[src/rtl/core/rsr_pkg.sv]
// Types and constants shared by the rotary sequence recorder modules.
package rsr_pkg;

  localparam int unsigned MaxTicksW = 7;
  localparam int unsigned TicksW    = 8;
  localparam int unsigned SegW      = 8;
  localparam int unsigned IndexW    = 3;
  localparam int unsigned InDataW   = 8;
  localparam int unsigned OutDataW  = 16;

  localparam logic [MaxTicksW-1:0] MaxTicksReset = 7'd99;

  typedef logic [1:0] action_t;
  localparam action_t ACT_ROTATE = 2'd0;
  localparam action_t ACT_BUTTON = 2'd1;
  localparam action_t ACT_FINAL  = 2'd2;

  typedef logic [1:0] dir_t;
  localparam dir_t DIR_NONE  = 2'b00;
  localparam dir_t DIR_RIGHT = 2'b01;
  localparam dir_t DIR_LEFT  = 2'b11;

  typedef logic signed [SegW-1:0] seg_t;

endpackage

[src/rtl/core/rsr_seg_mem.sv]
// Segment store: single write port, single read port with registered read data.
module rsr_seg_mem import rsr_pkg::*; #(
  parameter int unsigned Depth = 8,
  parameter int unsigned AddrW = 3
) (
  input  logic             clk,
  input  logic             wr_en,
  input  logic [AddrW-1:0] wr_addr,
  input  seg_t             wr_data,
  input  logic             rd_en,
  input  logic [AddrW-1:0] rd_addr,
  output seg_t             rd_data
);

  seg_t mem [Depth];

  always_ff @(posedge clk) begin
    if (wr_en) begin
      mem[wr_addr] <= wr_data;
    end
    if (rd_en) begin
      rd_data <= mem[rd_addr];
    end
  end

endmodule

[src/rtl/core/rotary_sequence_recorder_core.sv]
// Rotary sequence recorder: turns knob ticks into signed run lengths held in a segment memory.
// Every rotate, button and unused item gives one status transaction, registered in the cycle
// after acceptance; the input is taken again as soon as the output register is free, so such
// items run at one per cycle while the output side keeps up. A finalize that succeeds gives one
// transaction per stored segment; each segment is read from the segment memory in S_READ and
// registered in S_EMIT, and the input is held off until the last segment is registered.
// The segment memory needs no clearing after reset: only entries below the segment count are
// ever read. max_ticks is written through cfg_wr_en/cfg_wr_data and resets to 99.
module rotary_sequence_recorder_core import rsr_pkg::*; #(
  parameter int unsigned MAX_SEGMENTS = 8
) (
  input  logic                 clk,
  input  logic                 rst,
  input  logic                 cfg_wr_en,
  input  logic [MaxTicksW-1:0] cfg_wr_data,
  input  logic                 s_tvalid,
  output logic                 s_tready,
  input  logic [InDataW-1:0]   s_tdata,   // [1:0] direction, [7:2] zero
  input  logic [1:0]           s_tuser,   // [1:0] action
  output logic                 m_tvalid,
  input  logic                 m_tready,
  output logic [OutDataW-1:0]  m_tdata,   // [7:0] segment_value, [10:8] segment_index,
                                          // [11] overflowed, [12] recording, [15:13] zero
  output logic                 m_tuser,   // [0] success
  output logic                 m_tlast
);

  localparam int unsigned CntW  = $clog2(MAX_SEGMENTS + 1);
  localparam int unsigned AddrW = (MAX_SEGMENTS > 1) ? $clog2(MAX_SEGMENTS) : 1;
  localparam logic [CntW-1:0] MaxCnt = CntW'(MAX_SEGMENTS);

  typedef enum logic [1:0] {S_IDLE, S_READ, S_EMIT} state_t;

  state_t               state;
  logic [MaxTicksW-1:0] max_ticks;
  logic                 active;
  dir_t                 run_dir;
  logic [TicksW-1:0]    run_ticks;
  logic [CntW-1:0]      seg_count;
  logic                 ovf;
  logic [CntW-1:0]      emit_idx;
  logic [CntW-1:0]      emit_n;
  logic                 emit_ovf;

  logic                 active_next;
  dir_t                 run_dir_next;
  logic [TicksW-1:0]    run_ticks_next;
  logic [CntW-1:0]      seg_count_next;
  logic                 ovf_next;

  action_t              act;
  dir_t                 din;
  logic                 accept, out_free, out_load;
  logic                 is_rot, do_close, closeable, room, fits, close_ok, close_fail;
  dir_t                 dir_c;
  logic [TicksW-1:0]    ticks_c, lim;
  logic [CntW-1:0]      cnt_c;
  logic                 ovf_c, fin_ovf, fin_ok, status_ovf;
  seg_t                 wr_data, rd_data;
  logic                 rd_en;
  logic                 emit_last;

  assign act      = s_tuser;
  assign din      = s_tdata[1:0];
  assign out_free = !m_tvalid || m_tready;
  assign s_tready = (state == S_IDLE) && out_free;
  assign accept   = s_tvalid && s_tready;
  assign lim      = {1'b0, max_ticks};

  // A successful finalize raises no result at acceptance; its segments follow later.
  assign out_load = (accept && !((act == ACT_FINAL) && active && fin_ok)) ||
                    ((state == S_EMIT) && out_free);

  // Closing of the pending run, shared by direction change, button and finalize.
  always_comb begin
    is_rot     = (act == ACT_ROTATE) && ((din == DIR_RIGHT) || (din == DIR_LEFT));
    do_close   = (is_rot && (run_dir != DIR_NONE) && (din != run_dir)) ||
                 (((act == ACT_BUTTON) || (act == ACT_FINAL)) && active);
    closeable  = (run_dir != DIR_NONE) && (run_ticks != '0);
    room       = seg_count < MaxCnt;
    fits       = run_ticks <= lim;
    close_ok   = do_close && closeable && room && fits;
    close_fail = do_close && closeable && !(room && fits);
    dir_c      = close_ok ? DIR_NONE : run_dir;
    ticks_c    = close_ok ? '0 : run_ticks;
    cnt_c      = seg_count + CntW'(close_ok);
    ovf_c      = ovf || close_fail;
    wr_data    = run_dir[1] ? seg_t'(-run_ticks) : seg_t'(run_ticks);
    fin_ovf    = ovf_c || ((dir_c != DIR_NONE) && (ticks_c != '0) && (cnt_c >= MaxCnt));
    fin_ok     = !ovf_c && (cnt_c != '0);
  end

  // Next values of the scalar state for a non-finalize item.
  always_comb begin
    active_next    = active;
    run_dir_next   = run_dir;
    run_ticks_next = run_ticks;
    seg_count_next = seg_count;
    ovf_next       = ovf;
    if (is_rot) begin
      active_next    = 1'b1;
      run_dir_next   = din;
      run_ticks_next = (ticks_c <= lim) ? ticks_c + TicksW'(1) : ticks_c;
      seg_count_next = cnt_c;
      ovf_next       = ovf_c || (run_ticks_next > lim);
    end else if (act == ACT_BUTTON && active) begin
      run_dir_next   = dir_c;
      run_ticks_next = ticks_c;
      seg_count_next = cnt_c;
      ovf_next       = ovf_c;
    end
    status_ovf = active_next && (ovf_next ||
                 ((run_dir_next != DIR_NONE) && (run_ticks_next != '0) &&
                  (seg_count_next >= MaxCnt)));
  end

  assign rd_en     = (state == S_READ);
  assign emit_last = (emit_idx + CntW'(1)) == emit_n;

  rsr_seg_mem #(
    .Depth (MAX_SEGMENTS),
    .AddrW (AddrW)
  ) u_mem (
    .clk     (clk),
    .wr_en   (accept && close_ok),
    .wr_addr (seg_count[AddrW-1:0]),
    .wr_data (wr_data),
    .rd_en   (rd_en),
    .rd_addr (emit_idx[AddrW-1:0]),
    .rd_data (rd_data)
  );

  always_ff @(posedge clk) begin
    if (rst) begin
      state     <= S_IDLE;
      max_ticks <= MaxTicksReset;
      active    <= 1'b0;
      run_dir   <= DIR_NONE;
      run_ticks <= '0;
      seg_count <= '0;
      ovf       <= 1'b0;
      m_tvalid  <= 1'b0;
    end else begin
      if (cfg_wr_en) begin
        max_ticks <= cfg_wr_data;
      end
      if (out_load) begin
        m_tvalid <= 1'b1;
      end else if (m_tready) begin
        m_tvalid <= 1'b0;
      end
      case (state)
        S_IDLE: begin
          if (accept) begin
            m_tuser <= 1'b0;
            m_tlast <= 1'b1;
            if (act == ACT_FINAL) begin
              m_tdata <= {4'b0000, active && fin_ovf, 11'd0};
              if (active) begin
                // The recording state is cleared now; on success the segment count lives on in emit_n.
                active    <= 1'b0;
                run_dir   <= DIR_NONE;
                run_ticks <= '0;
                seg_count <= '0;
                ovf       <= 1'b0;
                if (fin_ok) begin
                  emit_idx <= '0;
                  emit_n   <= cnt_c;
                  emit_ovf <= fin_ovf;
                  state    <= S_READ;
                end
              end
            end else begin
              active    <= active_next;
              run_dir   <= run_dir_next;
              run_ticks <= run_ticks_next;
              seg_count <= seg_count_next;
              ovf       <= ovf_next;
              m_tdata   <= {3'b000, active_next, status_ovf, 11'd0};
            end
          end
        end
        S_READ: begin
          state <= S_EMIT;
        end
        S_EMIT: begin
          if (out_free) begin
            m_tuser  <= 1'b1;
            m_tlast  <= emit_last;
            m_tdata  <= {3'b000, 1'b0, emit_ovf, IndexW'(emit_idx), rd_data};
            emit_idx <= emit_idx + CntW'(1);
            state    <= emit_last ? S_IDLE : S_READ;
          end
        end
        default: begin
          state <= S_IDLE;
        end
      endcase
    end
  end

endmodule

[config.mk]
export PLATFORM = sky130hd
export DESIGN_NAME = rotary_sequence_recorder_core
export DESIGN_NICKNAME = d
export VERILOG_FILES = /design/src/rtl/core/rsr_pkg.sv /design/src/rtl/core/rsr_seg_mem.sv /design/src/rtl/core/rotary_sequence_recorder_core.sv
export SDC_FILE = /design/constraint.sdc
export NUM_CORES = 1
export LEC_CHECK = 0
export BUFFER_PORTS_ARGS = -buffer_cell sky130_fd_sc_hd__buf_2
export CAP_MARGIN = 20
export CORE_MARGIN = 5
export CORE_UTILIZATION = 38
export DETAILED_ROUTE_END_ITERATION = 6
export PLACE_DENSITY = 0.6
export SYNTH_ARGS = -nofsm -noshare
export SYNTH_HDL_FRONTEND = slang
export SYNTH_SLANG_ARGS = --single-unit
[constraint.sdc]
create_clock -name clk -period 11.9 [get_ports clk]
set_clock_uncertainty 0.1 [all_clocks]
set_input_delay 1.19 -clock clk [delete_from_list [all_inputs] [get_ports clk]]
set_output_delay 1.19 -clock clk [all_outputs]
set_load 0.02 [all_outputs]
==> metrics.yaml <==
timing:
  slew_headroom: 0.392
  period_minus_slack_ps: 6840
  setup_tns_ps: 0
  period_share: 0.575
  clock.fmax_mhz: 146
  rsz0062_at_grt: "no"
  tightest_slew_ps: 903
  hold_viol_final: 0
  setup_viol: 0
  drv_slew: 0
routing:
  first_iter_violations: 314
  num_vias: 3947
  dr.pass1.iters: 5
  totalWireLength_mm: 12.7
  vias_per_cell: 5.28
  detail-route-antenna-nets: 0
  drcViolationCount: 0
  avgRoutedWirePerCell_um: 17.0
floorplan:
  start_util: 0.383
  core-area_sq_um: 15800
  die_height_um: 136
  dieArea_sq_um: 18500
  num_rows: 46
  io_pins: 42
  die_x_um: 136
setup_path:
  arrival_ps: 6880
  worst_path_max_delay_cell: "or3_1"
  worstReg2RegStart: "run_ticks[5]$_SDFFE_PP0P_"
  r2r_slack_ps: 5580
  worst_path_largest_cell_delay_ps: 670
  cp.required_ps: 11940
  worstPathMaxFanout: 17
  crit_cells: 24
  cp_common_cell: "ha_1"
  path_delay_family: "simple AND/OR/NAND/NOR gates"
  crit_path_start: "s_tuser[0]"
  startpoint_type: "primary input"
  crit_end: "m_tdata[11]$_DFFE_PP_"
  path_cells: "buf_2, inv_1, ha_1, and2_1, a22oi_1, a211o_1, or3_1, and2_1, ha_1, a211oi_1, nor2_1, o41a_1, nor2_1, nor3_1, a21o_1, ha_1, nor2b_1, o21a_1, o21ai_0, a21o_1, a21oi_1, or4_1, o221ai_1, a31oi_1"
  r2r_cells: 22
  worstReg2RegEnd: "m_tdata[11]$_DFFE_PP_"
  worstSetupPathType: "primary input to register"
  crit_buf_inv: 2
  crit_path_end_kind: "register"
clocking:
  cts_tree: "built"
  cts_buffer_depth: 2
  post-cts-setup-buffer-count: 0
  numCtsBuffers: 17
  cts_sinks: 122
  path_clk_slew_ps: 60
  ctsHoldBuffers: 0
  clock_latency_ps: 410
  clockRootBuffer: "clkbuf_16"
  cts_max_level: 4
  post_cts_resized: 0
logic_synthesis:
  seq_area_frac_synth: 0.563
  synth_simple_gate_area_share: 0.126
  synth-seq-cells: 122
  ys.flop_type: "edfxtp_1"
  synth_top_family_by_area: "simple AND/OR/NAND/NOR gates"
  synthXorXnorAreaFrac: 0.0275
  muxShareOfSynthArea: 0.0812
  synthArstFlopShare: 0
  synth-warning-count: 0
  synth_area_sq_um: 6040
  synth_edf_count: 96
  ys_types: 59
  synth_compound_area_frac: 0.103
  synthAdderAreaFrac: 0.0621
  avgSynthCellArea_sq_um: 12.4
  synthCells: 487
global_routing:
  grt_max_degree: 26
  grt_pass1_wl_mm: 20.9
  grt_pass1_vias: 3967
  grt_antenna_before_repair: 0
  grt-ovfl-total: 0
  globalRouteTotalUtil: 0.147
outcome:
  outcome: "complete, no violations"
placement:
  io_buffer_count: 32
  dp_hpwl_mm: 8.55
  place.gp.congestion: 0.850
power_and_ir_drop:
  combPwrFrac: 0.036
  power.leakage_nw: 2.40
  p_int_w: 0.000761
  ir_drop_uv: 106
  power_w: 0.000985
  switchingPower_w: 0.000224
  switching_share: 0.227
  p_per_area_nw_per_um2: 141
  p_clk_frac: 0.496
  p_seq_frac: 0.467
cells_and_area:
  syn_to_final_growth_pct: 15.4
  fill_cells: 1479
  diodes: 0
  drive_gt1_frac: 0.198
  fin_nets: 570
job:
  cap_viol_max_count: 0
worst_hold_path:
  worstHoldPathType: "register to register"
area by class of cell:
class | count | area, sq um | share of cell area
sequential | 122 | 3400 | 0.488
multi-input combinational | 319 | 2450 | 0.351
clock buffer | 17 | 425 | 0.0610
tap | 216 | 270 | 0.0388
timing repair buffer | 39 | 213 | 0.0305
clock inverter | 15 | 139 | 0.0199
inverter | 19 | 76.3 | 0.0109
layer usage:
metal | track usage | part of all wire | up-vias
li1 | - | - | 1898
met1 | 0.194 | 0.46 | 1917
met2 | 0.238 | 0.47 | 111
met3 | 0.0374 | 0.054 | 21
met4 | 0.0504 | 0.016 | 0
met5 | 0 | 0 | -
worst min path at each step:
| stage | end | cells past startpoint | from |
|---|---|---|---|
| 2_1_floorplan | max_ticks[2]$_SDFFE_PP0P_ | 2 | max_ticks[2]$_SDFFE_PP0P_ |
| 3_3_place_gp | max_ticks[2]$_SDFFE_PP0P_ | 2 | max_ticks[2]$_SDFFE_PP0P_ |
| 3_5_place_dp | max_ticks[4]$_SDFFE_PP0P_ | 2 | max_ticks[4]$_SDFFE_PP0P_ |
| 4_1_cts | m_tdata[5]$_SDFFCE_PN0P_ | 1 | u_mem.rd_data[5]$_DFFE_PN_ |
| 5_1_grt | m_tdata[2]$_SDFFCE_PN0P_ | 1 | u_mem.rd_data[2]$_DFFE_PN_ |
| 6_report | max_ticks[3]$_SDFFE_PP0P_ | 2 | max_ticks[3]$_SDFFE_PP0P_ |
cells in the mapped netlist (10+ instances only):
cell type / n / area (sq um)
ha_1: 30 / 375
clkbuf_1: 20 / 75.1
edfxtp_1: 96 / 2880
nor2_1: 41 / 154
dfxtp_1: 26 / 521
nand2_1: 31 / 116
o21ai_0: 16 / 80.1
inv_1: 17 / 63.8
and2_1: 19 / 119
xnor2_1: 10 / 87.6
mux4_2: 16 / 360
a21oi_1: 19 / 95.1
tightest hold or removal path, stage by stage (launching register included):
cell and delay [ps]:
dfxtp_1 330, mux2i_1 70, nor2_1 70
through the flow:
| stage | std cells | worst slack, ps | hold slack, ps | utilization | area, sq um |
|---|---|---|---|---|---|
| after global routing | 747 | 4790 | 435 | 0.442 | 6970 |
| final | 747 | 5060 | 406 | 0.442 | 6970 |
| after floorplan | 489 | 5770 | 360 | - | 6050 |
| after global placement | 715 | 4830 | 381 | 0.406 | 6410 |
| after detailed placement | 715 | 4690 | 404 | 0.406 | 6410 |
| after CTS | 747 | 5130 | 419 | 0.442 | 6970 |
cell usage in the layout (no fill, tap or decap), types with 5 or more instances in the layout:
cell       synthesis  final
nand2_1           31     31
clkbuf_16          0     17
edfxtp_1          96     96
mux4_2            16     16
buf_4              5      7
nor2b_1            6      6
xor2_1             9      9
a22oi_1            8      8
nand4_1            8      8
nor2_1            41     41
inv_6              0      6
a21oi_1           19     19
o21ai_0           16     16
nor3_1             9      9
nand3_1            8      8
a21o_1             5      5
clkinv_4           1      5
mux2_2             8      8
a211oi_1           5      5
buf_2              2     32
and2_1            19     19
inv_1             17     17
xnor2_1           10     10
or3_1              5      5
ha_1              30     30
dfxtp_1           26     26
power groups by stage:
stage | logic [W] | clock network, W | registers (W)
3_5_place_dp | 0.0000358 | 0 | 0.000470
3_3_place_gp | 0.0000348 | 0 | 0.000469
4_1_cts | 0.0000360 | 0.000496 | 0.000461
2_1_floorplan | 0.0000227 | 0 | 0.000471
6_report | 0.0000359 | 0.000489 | 0.000460
5_1_grt | 0.0000406 | 0.000518 | 0.000461
logic make-up after synthesis:
family,after synthesis
AO/OA/AOI/OAI,90
XOR/XNOR,19
adder cells (fa/ha/maj),30
buffers and inverters,48
flip-flops,122
multiplexers,28
other,1
AND/OR/NAND/NOR,149
sequential cells by signal, indices dropped and copies added, names as in the netlist:
signal         count
m_tlast            1
emit_ovf           1
m_tuser            1
seg_count          4
state              2
max_ticks          7
ovf                1
u_mem.mem         64
run_dir            2
run_ticks          8
m_tdata           13
emit_n             4
active             1
emit_idx           4
u_mem.rd_data      8
m_tvalid           1
(Power assumes the default switching activity.)
